`src/rtl/core/imm_ram.sv`:
```
// Generic simple dual-port RAM with registered read.
module imm_ram #(
   parameter int WIDTH = 32,
   parameter int DEPTH = 64
) (
   input  logic                     clock,
   input  logic                     wr_en,
   input  logic [$clog2(DEPTH)-1:0] wr_addr,
   input  logic [WIDTH-1:0]         wr_data,
   input  logic                     rd_en,
   input  logic [$clog2(DEPTH)-1:0] rd_addr,
   output logic [WIDTH-1:0]         rd_data
);

   logic [WIDTH-1:0] mem [DEPTH];
   logic [WIDTH-1:0] rd_data_ff;

   always_ff @(posedge clock) begin
      if (wr_en) begin
         mem[wr_addr] <= wr_data;
      end
      if (rd_en) begin
         rd_data_ff <= mem[rd_addr];
      end
   end

   assign rd_data = rd_data_ff;

endmodule

```
`config.mk`:
```
export PLATFORM = sky130hd
export DESIGN_NAME = imm_ram
export DESIGN_NICKNAME = d
export VERILOG_FILES = /design/src/rtl/core/imm_ram.sv
export SDC_FILE = /design/constraint.sdc
export NUM_CORES = 2
export LEC_CHECK = 0
export BUFFER_PORTS_ARGS = -buffer_cell sky130_fd_sc_hd__buf_2
export CAP_MARGIN = 20
export CELL_PAD_IN_SITES_DETAIL_PLACEMENT = 0
export CELL_PAD_IN_SITES_GLOBAL_PLACEMENT = 1
export CORE_MARGIN = 2
export CORE_UTILIZATION = 40
export DETAILED_ROUTE_END_ITERATION = 6
export GPL_TIMING_DRIVEN = 1
export PLACE_DENSITY = 0.67
export SETUP_SLACK_MARGIN = 0.02
export SYNTH_ARGS = -nofsm -noshare
export SYNTH_HDL_FRONTEND = slang
export SYNTH_SLANG_ARGS = --single-unit
```
`constraint.sdc`:
```
create_clock -name clock -period 4.8 [get_ports clock]
set_clock_uncertainty 0.2 [all_clocks]
set_input_delay 0.72 -clock clock [delete_from_list [all_inputs] [get_ports clock]]
set_output_delay 0.72 -clock clock [all_outputs]
set_load 0.01 [all_outputs]
```
==> out/qor.yml <==
status: "complete, no violations"
ys_types: 33
p_leak_uw: 0.02799
route.detailed.drc: 0
antenna_found_initial: 11
fp.dieH_um: 447.9
async_reset_ff_share_pct: 0
drt_first_pass_iters: 5
crit_path_top_delay_cell: "o22ai_1"
arrival_ns: 3.60
critical_path_buf_inv_count: 3
grt_max_degree: 77
register_area_um2: 62460
intPower_uw: 29510
finalNonFillerCells: 6417
endpoint_kind: "flip-flop"
setup_tns_ns: 0
hp-class: "input pin to flip-flop"
grt_pass1_wl_um: 283100
finalSetupViolCount: 0
num_vias: 36710
worst_ep_required_time_ns: 5.15
syn_inst: 3324
routed_wl_um: 199700
cts_buffers: 206
antenna_left: 0
dp_cells: 6009
seqPwrFrac_pct: 54.1
gr-usage-all-layers_pct: 19.99
htreeDepth: 4
cts_sinks: 2080
core_um2: 195400
ios: 79
synth-edff-count: 2080
fin_crit_sh_pct: 67.73
clkTransAtPathRegs_ns: 0.06
grt-ovfl-total: 0
combPwrFrac_pct: 5.0
total_power_uw: 37370
max_stage_delay_ns: 0.60
period_minus_slack_ns: 3.251
dp_hpwl_um: 110800
cpMostUsedCell: "mux4_2"
yosysMostFrequentCell: "edfxtp_1"
rows: 162
place.gp.congestion: 0.7723
fmax_mhz: 307.6
maxCapViolations: 0
clkPwrFrac_pct: 40.9
die_area_um2: 200700
rsz0062_at_grt: "false"
cts_tree: "yes"
synth_flop_cell: "edfxtp_1"
port_buffers: 78
ys_top_cells_by_area: "edfxtp_1 (79%), mux4_2 (16%), mux2i_1 (1.2%)"
slew_violations: 0
initial_core_util_pct: 40.35
yosysSeqAreaShare_pct: 79.23
grt_pass1_vias: 37120
nNetsFinal: 3668
relSlewSlack_pct: 25.64
synth_area_um2: 78840
swShare_pct: 21.05
cp_top_family: "multiplexers"
hold_ws_ns: 0.01290
clock-root-buffer: "clkbuf_16"
syn_to_final_growth_pct: 14.86
path_class: "input pin to flip-flop"
cts_max_path_buffers: 3
synth_top_area_share_pct: 79.23
syn_area_per_cell_um2: 23.72
syn-num-nets: 3371
multi_input_area_um2: 15970
ys_top_cells_by_count: "edfxtp_1 (2,080), mux4_2 (544), nor2_1 (137), mux2i_1 (93), o22ai_1 (84)"
post_drt_wl_per_cell_um: 31.12
via_per_inst: 5.720
peakVddDrop_v: 0.0003923
ys_ff_latch: 2080
clkLatencyLatePin_ns: 0.84
hold_violations: 0
p_switching_uw: 7865
powerDensity_nw_per_um2: 412.7
crit_fanout: 38
drt_iter0_markers: 4102
cp-start-kind: "input pin"
ys_warn_count: 0
cp_cell_sequence: "buf_8 -> buf_12 -> buf_4 -> mux4_2 -> mux4_2 -> o22ai_1 -> nor2_1"
yosysTopAreaCell: "edfxtp_1"
drive_gt1_share_pct: 30.42
worst_slew_pin_slew_ns: 1.115
die_w_um: 447.9
fill_cells: 15970
## logic make-up after synthesis
group / count (synthesis) / share of synthesized area (%)
buf+inv: 182 / 1.124
mux: 637 / 16.72
flops: 2080 / 79.23
simple gates: 223 / 1.260
compound gates: 202 / 1.666
## power by group through the flow
stage	Sequential [uW]	Combinational [uW]	Clock (uW)
after floorplan	20600	979	0
after detailed placement	20600	1840	0
after CTS	20300	1840	15500
after global routing	20200	1980	16200
final	20200	1860	15300
after global placement	20600	1810	0
## through the flow
step | util, % | instance area, um^2 | worst slack [ns]
after floorplan | - | 78840 | 0.7202
after global placement | 42.81 | 83650 | 0.5851
after detailed placement | 42.81 | 83650 | 0.5797
after CTS | 46.06 | 90000 | 1.480
after global routing | 46.33 | 90540 | 1.442
final | 46.34 | 90550 | 1.549
## repair_timing
| action | 4_1_cts | 5_1_grt |
|---|---|---|
| hold buffers | 0 | 3 |
| gates resized for setup | 0 | 0 |
| setup buffers | 0 | 0 |
| endpoints found under the hold margin | 0 | 18 |
| setup endpoints to repair | 0 | 0 |
## per-layer routing
| metal | vias to the layer above | track usage [%] | routed length [um] |
|---|---|---|---|
| li1 | 14940 | - | - |
| met4 | 10 | 4.532 | 3924 |
| met1 | 20160 | 28.02 | 83240 |
| met3 | 238 | 3.204 | 12980 |
| met2 | 1362 | 33.09 | 99480 |
| met5 | - | 0 | 66 |
## layout make-up
class                   count  share of cell area, %
multi-input cells        1062                  17.63
clock buffers             260                  5.964
clock inverters           114                  1.045
repair buffers            271                  2.737
diodes                      6                0.01658
well taps                2624                  3.626
flip-flops and latches   2080                  68.98
## state kept, by name (all words and copies together), names as in the netlist
| name | flops |
|---|---|
| rd_data | 32 |
| mem | 2048 |
## final timing paths
| check | start | to | slack, ns | cells past startpoint |
|---|---|---|---|---|
| worst max-delay path | rd_addr[0] | rd_data[27] | 1.55 | 7 |
| worst min-delay path | wr_data[29] | mem[32][29] | 0.01 | 1 |
| worst max register to register | mem[15][16] | rd_data[16] | 2.23 | 4 |
| worst min register to register | mem[28][8] | rd_data[8] | 0.65 | 4 |
## worst register-to-register path, delay by kind of cell, from the launching register on
kind	cells	cell delay, ns
flip-flops	1	0.37
AND/OR/NAND/NOR	1	0.12
AO/OA/AOI/OAI	1	0.60
multiplexers	2	1.03
## cells in the final DEF (no fill, tap or decap), types with 4 or more instances in the layout
| cell | n |
|---|---|
| a21oi_1 | 62 |
| clkinvlp_4 | 5 |
| clkinv_1 | 51 |
| a311oi_1 | 8 |
| nor2_4 | 62 |
| buf_2 | 74 |
| nand3b_1 | 5 |
| clkinv_8 | 5 |
| nor3_1 | 5 |
| mux2i_1 | 93 |
| edfxtp_1 | 2080 |
| diode_2 | 6 |
| nand2_1 | 26 |
| a41o_1 | 4 |
| clkbuf_1 | 52 |
| nor2_1 | 75 |
| a22oi_1 | 12 |
| buf_4 | 143 |
| nor2b_1 | 15 |
| o32ai_1 | 4 |
| nand2b_1 | 7 |
| and3_1 | 4 |
| inv_6 | 7 |
| o221ai_1 | 27 |
| mux4_2 | 544 |
| buf_12 | 46 |
| clkbuf_16 | 208 |
| clkinv_2 | 31 |
| o22ai_1 | 84 |
| nand3_1 | 5 |
| bufinv_16 | 13 |
Power figures use the tool's default switching activity.
